`config.mk`:
```
export PLATFORM = sky130hd
export DESIGN_NAME = lifo_stack_with_indexed_access
export DESIGN_NICKNAME = d
export VERILOG_FILES = /design/src/design/lsia_pkg.sv /design/src/design/lsia_ram.sv /design/src/design/lifo_stack_with_indexed_access.sv
export VERILOG_INCLUDE_DIRS = /design/src /design/src/design
export SDC_FILE = /design/constraint.sdc
export NUM_CORES = 1
export LEC_CHECK = 0
export CAP_MARGIN = 40
export CORE_MARGIN = 5
export CORE_UTILIZATION = 30
export DETAILED_ROUTE_END_ITERATION = 7
export DONT_BUFFER_PORTS = 1
export GPL_TIMING_DRIVEN = 0
export HOLD_SLACK_MARGIN = 0.15
export MAX_ROUTING_LAYER = met4
export PLACE_DENSITY = 0.45
export SYNTH_ARGS = -nofsm -noshare
export SYNTH_HDL_FRONTEND = slang
export SYNTH_SLANG_ARGS = --single-unit
```
`constraint.sdc`:
```
create_clock -name clk -period 12 [get_ports clk]
set_input_delay 2.4 -clock clk [delete_from_list [all_inputs] [get_ports clk]]
set_output_delay 2.4 -clock clk [all_outputs]
set_load 0.05 [all_outputs]
```
`src/design/lifo_stack_with_indexed_access_assert.svh`:
```
// assertion macros for the lifo stack block
`ifndef LIFO_STACK_WITH_INDEXED_ACCESS_ASSERT_SVH
`define LIFO_STACK_WITH_INDEXED_ACCESS_ASSERT_SVH

`ifndef NO_ASSERTIONS
// property checked on every edge outside reset
`define LSIA_ASSERT(lbl, clock, reset, prop, msg) \
  lbl: assert property (@(posedge clock) disable iff (reset) prop) else $error(msg);
// property checked on every edge, reset included
`define LSIA_ASSERT_ALWAYS(lbl, clock, prop, msg) \
  lbl: assert property (@(posedge clock) prop) else $error(msg);
`else
`define LSIA_ASSERT(lbl, clock, reset, prop, msg)
`define LSIA_ASSERT_ALWAYS(lbl, clock, prop, msg)
`endif

`endif

```
`src/design/lsia_pkg.sv`:
```
// shared types and codes for the lifo stack block
package lsia_pkg;

  localparam int DEPTH_DEFAULT = 16;

  localparam logic [1:0] MODE_PUSH   = 2'd0;
  localparam logic [1:0] MODE_POP    = 2'd1;
  localparam logic [1:0] MODE_PEEK   = 2'd2;
  localparam logic [1:0] MODE_CHANGE = 2'd3;

  localparam logic [1:0] STATUS_OK     = 2'd0;
  localparam logic [1:0] STATUS_FULL   = 2'd1;
  localparam logic [1:0] STATUS_EMPTY  = 2'd2;
  localparam logic [1:0] STATUS_BADPOS = 2'd3;

  typedef enum logic [1:0] {
    S_CLEAR,
    S_IDLE,
    S_EXEC
  } state_t;

endpackage

```
`src/design/lsia_ram.sv`:
```
// single-port-write, registered-read word store for the lifo stack
module lsia_ram #(
  parameter int DEPTH = 16,
  parameter int AW    = 4
) (
  input  logic              clk,
  input  logic              we,
  input  logic [AW-1:0]     waddr,
  input  logic [31:0]       wdata,
  input  logic              re,
  input  logic [AW-1:0]     raddr,
  output logic [31:0]       rdata
);

  logic [31:0] mem [DEPTH];

  always_ff @(posedge clk) begin
    if (we) begin
      mem[waddr] <= wdata;
    end
  end

  always_ff @(posedge clk) begin
    if (re) begin
      rdata <= mem[raddr];
    end
  end

endmodule

```
`src/design/lifo_stack_with_indexed_access.sv`:
```
// lifo stack of signed 32-bit words with positional peek and change
// a request is accepted in the idle state and executed in the exec state, where its result
//   is registered once the result channel holds no earlier result still waiting
// one request at a time: no new request is accepted until the current one has executed,
//   as the registered read of the word store comes before the read-modify-write of the same entry
// reset: synchronous; after reset a clearing pass writes zero to all DEPTH entries,
//   one a cycle, during which no request is accepted
`include "lifo_stack_with_indexed_access_assert.svh"

module lifo_stack_with_indexed_access #(
  parameter int DEPTH = lsia_pkg::DEPTH_DEFAULT
) (
  input  logic        clk,
  input  logic        rst,
  // request channel
  input  logic        s_tvalid,
  output logic        s_tready,
  input  logic [39:0] s_tdata,   // data_in [31:0], slot_position [36:32], zero pad
  input  logic [1:0]  s_tuser,   // mode [1:0]
  // result channel
  output logic        m_tvalid,
  input  logic        m_tready,
  output logic [47:0] m_tdata    // data_out [31:0], status [33:32], fill_count [38:34],
                                 // is_empty [39], is_full [40], zero pad
);

  import lsia_pkg::*;

  localparam int AW = (DEPTH > 1) ? $clog2(DEPTH) : 1;
  localparam int CW = $clog2(DEPTH + 1);

  // control state
  state_t        state;
  state_t        state_next;
  logic [CW-1:0] count;
  logic [CW-1:0] count_next;
  logic [AW-1:0] clr_addr;

  // latched request
  logic [1:0]    req_mode;
  logic [31:0]   req_data;
  logic [4:0]    req_pos;

  // memory port signals
  logic          mem_we;
  logic [AW-1:0] mem_waddr;
  logic [31:0]   mem_wdata;
  logic          mem_re;
  logic [AW-1:0] mem_raddr;
  logic [31:0]   mem_rdata;

  // result of the request being executed
  logic [31:0]   res_data;
  logic [1:0]    res_status;

  // helpers
  logic          accept;
  logic          exec_go;
  logic          is_empty_now;
  logic          is_full_now;
  logic          req_pos_ok;
  logic [4:0]    in_pos_dec;
  logic [4:0]    req_pos_dec;
  logic [AW+4:0] in_pos_ext;
  logic [AW+4:0] req_pos_ext;
  logic [CW-1:0] count_dec;
  logic [CW+4:0] count_next_ext;

  assign accept  = s_tvalid && s_tready;
  // the result register must be free, or emptied this cycle, before execution
  assign exec_go = (state == S_EXEC) && (!m_tvalid || m_tready);

  assign is_empty_now = (count == '0);
  assign is_full_now  = (count >= CW'(DEPTH));
  assign count_dec    = count - 1'b1;

  // 1-based position check and 0-based slot index, for incoming and latched request
  assign req_pos_ok  = (req_pos != 5'd0) && (32'(req_pos) <= 32'(DEPTH));
  assign in_pos_dec  = s_tdata[36:32] - 5'd1;
  assign req_pos_dec = req_pos - 5'd1;
  assign in_pos_ext  = {{AW{1'b0}}, in_pos_dec};
  assign req_pos_ext = {{AW{1'b0}}, req_pos_dec};

  // word store
  lsia_ram #(
    .DEPTH (DEPTH),
    .AW    (AW)
  ) u_ram (
    .clk   (clk),
    .we    (mem_we),
    .waddr (mem_waddr),
    .wdata (mem_wdata),
    .re    (mem_re),
    .raddr (mem_raddr),
    .rdata (mem_rdata)
  );

  // next state
  always_comb begin
    state_next = state;
    unique case (state)
      S_CLEAR: begin
        if (clr_addr == AW'(DEPTH - 1)) begin
          state_next = S_IDLE;
        end
      end
      S_IDLE: begin
        if (accept) begin
          state_next = S_EXEC;
        end
      end
      S_EXEC: begin
        if (exec_go) begin
          state_next = S_IDLE;
        end
      end
      default: state_next = S_CLEAR;
    endcase
  end

  // outputs of the sequencer: handshake, memory access, result of the request
  always_comb begin
    s_tready   = 1'b0;
    mem_re     = 1'b0;
    mem_raddr  = in_pos_ext[AW-1:0];
    mem_we     = 1'b0;
    mem_waddr  = clr_addr;
    mem_wdata  = '0;
    res_data   = '0;
    res_status = STATUS_OK;
    count_next = count;
    unique case (state)
      S_CLEAR: begin
        // sweep zero through the store
        mem_we = 1'b1;
      end
      S_IDLE: begin
        s_tready = 1'b1;
        // pop reads the top word, peek the addressed one
        mem_re = accept;
        if (s_tuser == MODE_POP) begin
          mem_raddr = count_dec[AW-1:0];
        end
      end
      S_EXEC: begin
        case (req_mode)
          MODE_PUSH: begin
            if (is_full_now) begin
              res_status = STATUS_FULL;
            end else begin
              mem_we     = exec_go;
              mem_waddr  = count[AW-1:0];
              mem_wdata  = req_data;
              count_next = count + 1'b1;
            end
          end
          MODE_POP: begin
            if (is_empty_now) begin
              res_status = STATUS_EMPTY;
            end else begin
              // hand out the top word and leave its slot zero
              res_data   = mem_rdata;
              mem_we     = exec_go;
              mem_waddr  = count_dec[AW-1:0];
              count_next = count_dec;
            end
          end
          MODE_PEEK: begin
            // empty takes precedence over a bad position
            if (is_empty_now) begin
              res_status = STATUS_EMPTY;
            end else if (!req_pos_ok) begin
              res_status = STATUS_BADPOS;
            end else begin
              res_data = mem_rdata;
            end
          end
          default: begin
            // change: allowed above the top and on an empty stack
            if (!req_pos_ok) begin
              res_status = STATUS_BADPOS;
            end else begin
              mem_we    = exec_go;
              mem_waddr = req_pos_ext[AW-1:0];
              mem_wdata = req_data;
            end
          end
        endcase
      end
      default: begin
        s_tready = 1'b0;
      end
    endcase
  end

  // fill count is reported in its low five bits
  assign count_next_ext = {5'd0, count_next};

  // control registers
  always_ff @(posedge clk) begin
    if (rst) begin
      state    <= S_CLEAR;
      clr_addr <= '0;
      count    <= '0;
      m_tvalid <= 1'b0;
    end else begin
      state <= state_next;
      if (state == S_CLEAR) begin
        clr_addr <= clr_addr + 1'b1;
      end
      if (exec_go) begin
        count    <= count_next;
        m_tvalid <= 1'b1;
      end else if (m_tready) begin
        m_tvalid <= 1'b0;
      end
    end
  end

  // request and result payload
  always_ff @(posedge clk) begin
    if (accept) begin
      req_mode <= s_tuser;
      req_data <= s_tdata[31:0];
      req_pos  <= s_tdata[36:32];
    end
    if (exec_go) begin
      m_tdata <= {7'd0,
                  (count_next >= CW'(DEPTH)),
                  (count_next == '0),
                  count_next_ext[4:0],
                  res_status,
                  res_data};
    end
  end

  // checks on the sequencer and the stack pointer
  `LSIA_ASSERT(a_count_range, clk, rst, (count <= CW'(DEPTH)), "fill count above depth")
  `LSIA_ASSERT(a_no_accept_clear, clk, rst, ((state == S_CLEAR) |-> !s_tready),
               "request accepted during clearing pass")
  `LSIA_ASSERT(a_accept_exec, clk, rst, (accept |=> (state == S_EXEC)),
               "accepted request not executed")
  `LSIA_ASSERT(a_push_grows, clk, rst,
               ((exec_go && (req_mode == MODE_PUSH) && !is_full_now)
                |=> (count == $past(count) + 1'b1)),
               "push did not raise fill count")

endmodule

```
Word-level counts from Yosys, hierarchy flattened:

Memories as Yosys holds them, arrays and structs flattened. A register that Yosys moved wholly into a read port is not among the register bits.
Index checks and enable logic that the tools add are counted.
W data, S select, Z words.

* word-level logic and storage cells: 79
* memories kept: 1
* memory bits (writable): 512
* bits in registers: 92

Memories
* u_ram.mem: words 16, width 32, read ports 1, clocked after memory_dff 1, write ports 1, RTL line lsia_ram.sv:15 `logic [31:0] mem [DEPTH];`

* order comparisons: 3
* $add $sub $neg: 5
* eq/ne operators: 9
* reductions and logical operators: 13
* muxes and demuxes: 39

Operators by type and width (count)
* $mux W32: 6
* $pmux W32 S2: 2
* $mux W4: 6
* $mux W5: 3
* $mux W2: 6
* $pmux W2 S3: 2
* $pmux W4 S3: 1
* $ge A5 B5 Y1 const B: 2
* $logic_not A5 Y1: 2
* $mux W1: 10
* $pmux W5 S2: 1
* $sub A4 B1 Y4 const B: 2
* $eq A2 B1 Y1 const B: 3
* $ne A2 B2 Y1 const B: 3
* $add A5 B1 Y5 const B: 1
* $le A5 B5 Y1 const B: 1
* $reduce_bool A5 Y1: 1
* $sub A5 B1 Y5 const B: 1
* $add A4 B1 Y4 const B: 1
* $eq A2 B2 Y1 const B: 2
* $eq A4 B4 Y1 const B: 1
* $logic_not A2 Y1: 2
* $logic_and A1 B1 Y1: 3
* $pmux W1 S3: 1
* other kinds (6): 6

Longest topological paths before layout:

* word-level depth: 8
* depth in mapped cells: 11
* mapped depth without buffers: 8

Cells and area by module:

Synthesis repeated with hierarchy kept, for this count alone.

* cell total of the unflattened synthesis: 1192
* area total of the unflattened synthesis: 24451.0 um2

Modules (own cells, without submodules)
* lsia_ram: cells an instance 838, area an instance 20155.6 um2, sequential area each 16335.7 um2, times used 1
* lifo_stack_with_indexed_access: cells an instance 354, area an instance 4295.4 um2, sequential area each 2612.5 um2, times used 1

Least setup slack after synthesis:

No wires, ideal clock.

* path kind: input-to-reg
* start: in m_tready
* end: mem u_ram.mem[11][0] (enable)
* setup slack: 6.120 ns
* arrival time: 5.459 ns
* cell stages on the path: 6
* path buffers: 0
* cell sequence: nand2b_1 nand2_1 inv_1 a311o_1 nand3b_1 nor2_1

* cells in the longest elaborated chain, start to end: 7

RTL lines
* start, declared: RTL line lifo_stack_with_indexed_access.sv:22 `input logic m_tready,`
* $logic_or A1 B1 Y1 *: RTL line lifo_stack_with_indexed_access.sv:71 `assign exec_go = (state == S_EXEC) && (!m_tvalid || m_tready);`
* $logic_and A1 B1 Y1 *: RTL line lifo_stack_with_indexed_access.sv:71
* named net exec_go: RTL line lifo_stack_with_indexed_access.sv:58 `logic exec_go;`
* $mux W1 (on tied branches): RTL line lifo_stack_with_indexed_access.sv:180, lifo_stack_with_indexed_access.sv:148, lifo_stack_with_indexed_access.sv:158
* $pmux W1 S3 *: RTL line lifo_stack_with_indexed_access.sv:146 `case (req_mode)`
* $pmux W1 S2 *: RTL line lifo_stack_with_indexed_access.sv:132 `unique case (state)`
* $mux W1 *: RTL line lsia_ram.sv:18 `if (we) begin`
* $mux W1 (not written as such) *: RTL line lsia_ram.sv:19 `mem[waddr] <= wdata;`
* end, declared: RTL line lsia_ram.sv:15

Mark *: on every way through the listed nets, which the timed path passes. The rest lies on a longest branch.

Worst setup path after layout:

* start: in s_tuser[1]
* end: reg u_ram.rdata[15], read port of u_ram.mem (data pin)

* cells in the longest elaborated chain, start to end: 3

RTL lines
* start, declared: RTL line lifo_stack_with_indexed_access.sv:19 `input logic [1:0] s_tuser,`
* $eq A2 B1 Y1: RTL line lifo_stack_with_indexed_access.sv:141 `if (s_tuser == MODE_POP) begin`
* $mux W4: RTL line lifo_stack_with_indexed_access.sv:141
* $mux W4: RTL line lifo_stack_with_indexed_access.sv:132
* end, declared: RTL line lsia_ram.sv:12 `output logic [31:0] rdata`

No other way between the ends.
A chain may end at the register's enable or synchronous reset.

==> impl_metrics.ini <==
[worst_setup_path]
crit_required_ps = 12320
reg2regPathDepth = 10
rr_endpoint = u_ram.mem[4][29]
reg2reg_slack_ps = 7910
end_kind = register
arrival_ps = 5290
critPathKind = input pin to register
startpoint_type = input pin
reg2reg_from = req_mode[0]
crit_fanout = 10

[outcome]
status = completed

[sta]
setup_violations = 0
fmax_mhz = 201
clock_skew_ps = 26.3
min_period_over_period = 0.414
period_needed_ps = 4970
finalHoldViolations = 0
drv_slew = 0
setup_tns_ps = 0
max-slew-margin-rel = 0.408
rsz0062_at_grt = no
whs_ps = 516
worst_pin_slew_ps = 886

[synth]
avgSynthCellArea_um2 = 14.9
synth-main-ff-cell = edfxtp_1
netlist_top_cells_area = edfxtp_1 75%, nand2_1 4.9%, mux4_2 3.1%
yosys_warnings = 0
synth_most_common_cell = edfxtp_1
synthTopCellsByCount = 623 x edfxtp_1, 327 x nand2_1, 123 x a21oi_1
synth_edf_count = 623
ys_types = 64
syn-cell-area_mm2 = 0.0251
yosysTopAreaCell = edfxtp_1
yosys.area.top_type_share = 0.745
synthCells = 1679
yosysSeqAreaShare = 0.755
async_reset_ff_frac = 0
ys_ff_latch = 635

[drt]
wire_per_inst_um = 24.6
wl_mm = 72.0
drt_iter0_drc = 1302
ant_nets = 0
firstDrtPassIters = 5
vias_per_cell = 4.94
drc = 0
route.vias.total = 14400

[floorplan]
die_h_um = 299
die_area_mm2 = 0.0895
core-area_mm2 = 0.0833
core.rowCount = 106
start_util = 0.301
pin_count = 96
die_w_um = 299

[clock_tree]
hold_buffers = 0
cts_tree = built
clk_path_buf_depth = 3
clk_pin_slew_ps = 60
clock-sinks = 635
cts_resized = 0
post_cts_buffers = 0
clock_latency_ps = 610
root_buffer = clkbuf_16
htree_levels = 3
numCtsBuffers = 72

[power]
p_int_w = 0.00373
p_comb_frac = 0.065
irDropWorstVdd_v = 0.0000949
p_per_area_mw_per_mm2 = 165
clkPwrFrac = 0.427
switching_share = 0.227
seq_power_share = 0.509
power.switching_w = 0.00110
leakage_nw = 9.16

[min_path]
holdPathStages = 1
min_path_type = register to register
min_to = m_tdata[14]
holdCritStartpoint = u_ram.rdata[14]

[cells_and_area]
syn_to_final_growth_pct = 16.9
layout.nets = 1847
layout-drive-gt1-share = 0.124
finalInstanceArea_mm2 = 0.0293
fillerInstances = 7972

[global_route]
grt_use_total = 0.164
grt_pass1_wl_mm = 104
grt_pass1_vias = 14500
grt_start_max_net_pins = 48
antenna_found_initial = 1
grt-ovfl-total = 0

[job]
cap_viol_max_count = 0

[placement]
finalWeightedCongestion = 0.814
io_buffers = 0
hpwlAfterDp_mm = 46.7
placed_area_mm2 = 0.0272
==> cells by family (layout without fill, tap and decap cells) <==
group           after synthesis  in the layout  synth area share
mux                          73             73            0.0477
buf+inv                     115            272            0.0230
flops                       635            635             0.755
simple gates                588            588             0.105
xor+xnor                     10             10           0.00349
compound gates              247            247            0.0605
other cells                   1              9          0.000149
fa+ha+maj                    10             10           0.00499
==> metrics by stage <==
stage | util | total power (W) | instances | worst slack [ps]
3_5_place_dp | 0.326 | 0.00282 | 2797 | 6350
2_1_floorplan | - | 0.00269 | 1685 | 6120
5_1_grt | 0.352 | 0.00501 | 2922 | 6910
6_report | 0.352 | 0.00483 | 2924 | 7030
4_1_cts | 0.352 | 0.00489 | 2922 | 6990
3_3_place_gp | 0.318 | 0.00281 | 2765 | 2870
==> placed cells by master, fill, tap and decap left out, types with 19 or more instances in the layout <==
cell type,n
buf_2,21
and2_1,67
nand3_1,100
mux2i_1,31
a22oi_1,25
nand2_1,327
nor2_1,29
clkbuf_1,68
a21oi_1,123
o21ai_0,39
clkinv_1,19
edfxtp_1,623
clkbuf_16,74
mux4_2,35
==> worst max-delay path, stage by stage <==
cell and delay (ps):
and4bb_2 300, buf_6 160, mux2i_1 400, buf_2 320, buf_2 350, clkbuf_1 610, a21oi_1 90, o32ai_1 420
o21ai_0 230
==> how the worst max path moves through the flow <==
stage               start  depth (start not counted)                to  slack [ps]
2_1_floorplan    m_tready                          6  u_ram.mem[11][0]        6120
3_3_place_gp     m_tready                          6  u_ram.mem[14][4]        2870
3_5_place_dp   s_tuser[1]                          9   u_ram.rdata[15]        6350
4_1_cts        s_tuser[1]                          9   u_ram.rdata[15]        6990
5_1_grt        s_tuser[1]                          9   u_ram.rdata[15]        6910
6_report       s_tuser[1]                          9   u_ram.rdata[15]        7030
==> final cells by class <==
class	count	area [um^2]	area share
diodes	2	5.00	0.000171
plain buffers	99	517	0.0176
clock buffers	91	1920	0.0653
clock inverters	34	250	0.00853
inverters	16	60.1	0.00205
multi-input cells	935	5720	0.195
flip-flops and latches	635	18900	0.646
well taps	1080	1350	0.0461
repair buffers	32	562	0.0192
==> registers in the layout, summed over array words and instances, names as in the netlist <==
register     flops
m_tdata         40
req_mode         2
u_ram.rdata     32
u_ram.mem      512
m_tvalid         1
req_pos          5
state            2
count            5
clr_addr         4
req_data        32
==> per-layer routing <==
layer  wire length, um  GRT usage  vias to the layer above
li1                  -          -                     6541
met1             31500      0.219                     7293
met2             33600      0.255                      475
met3              4820     0.0343                      123
met4              2060     0.0460                        0
met5                 0          -                        -
==> power groups by stage <==
| stage | logic (W) | clock network [W] | registers (W) |
|---|---|---|---|
| after global placement | 0.000299 | 0 | 0.00251 |
| after detailed placement | 0.000316 | 0 | 0.00250 |
| after CTS | 0.000317 | 0.00212 | 0.00246 |
| after global routing | 0.000339 | 0.00221 | 0.00246 |
| after floorplan | 0.000183 | 0 | 0.00250 |
| final | 0.000312 | 0.00206 | 0.00246 |
Power figures use the tool's default switching activity.
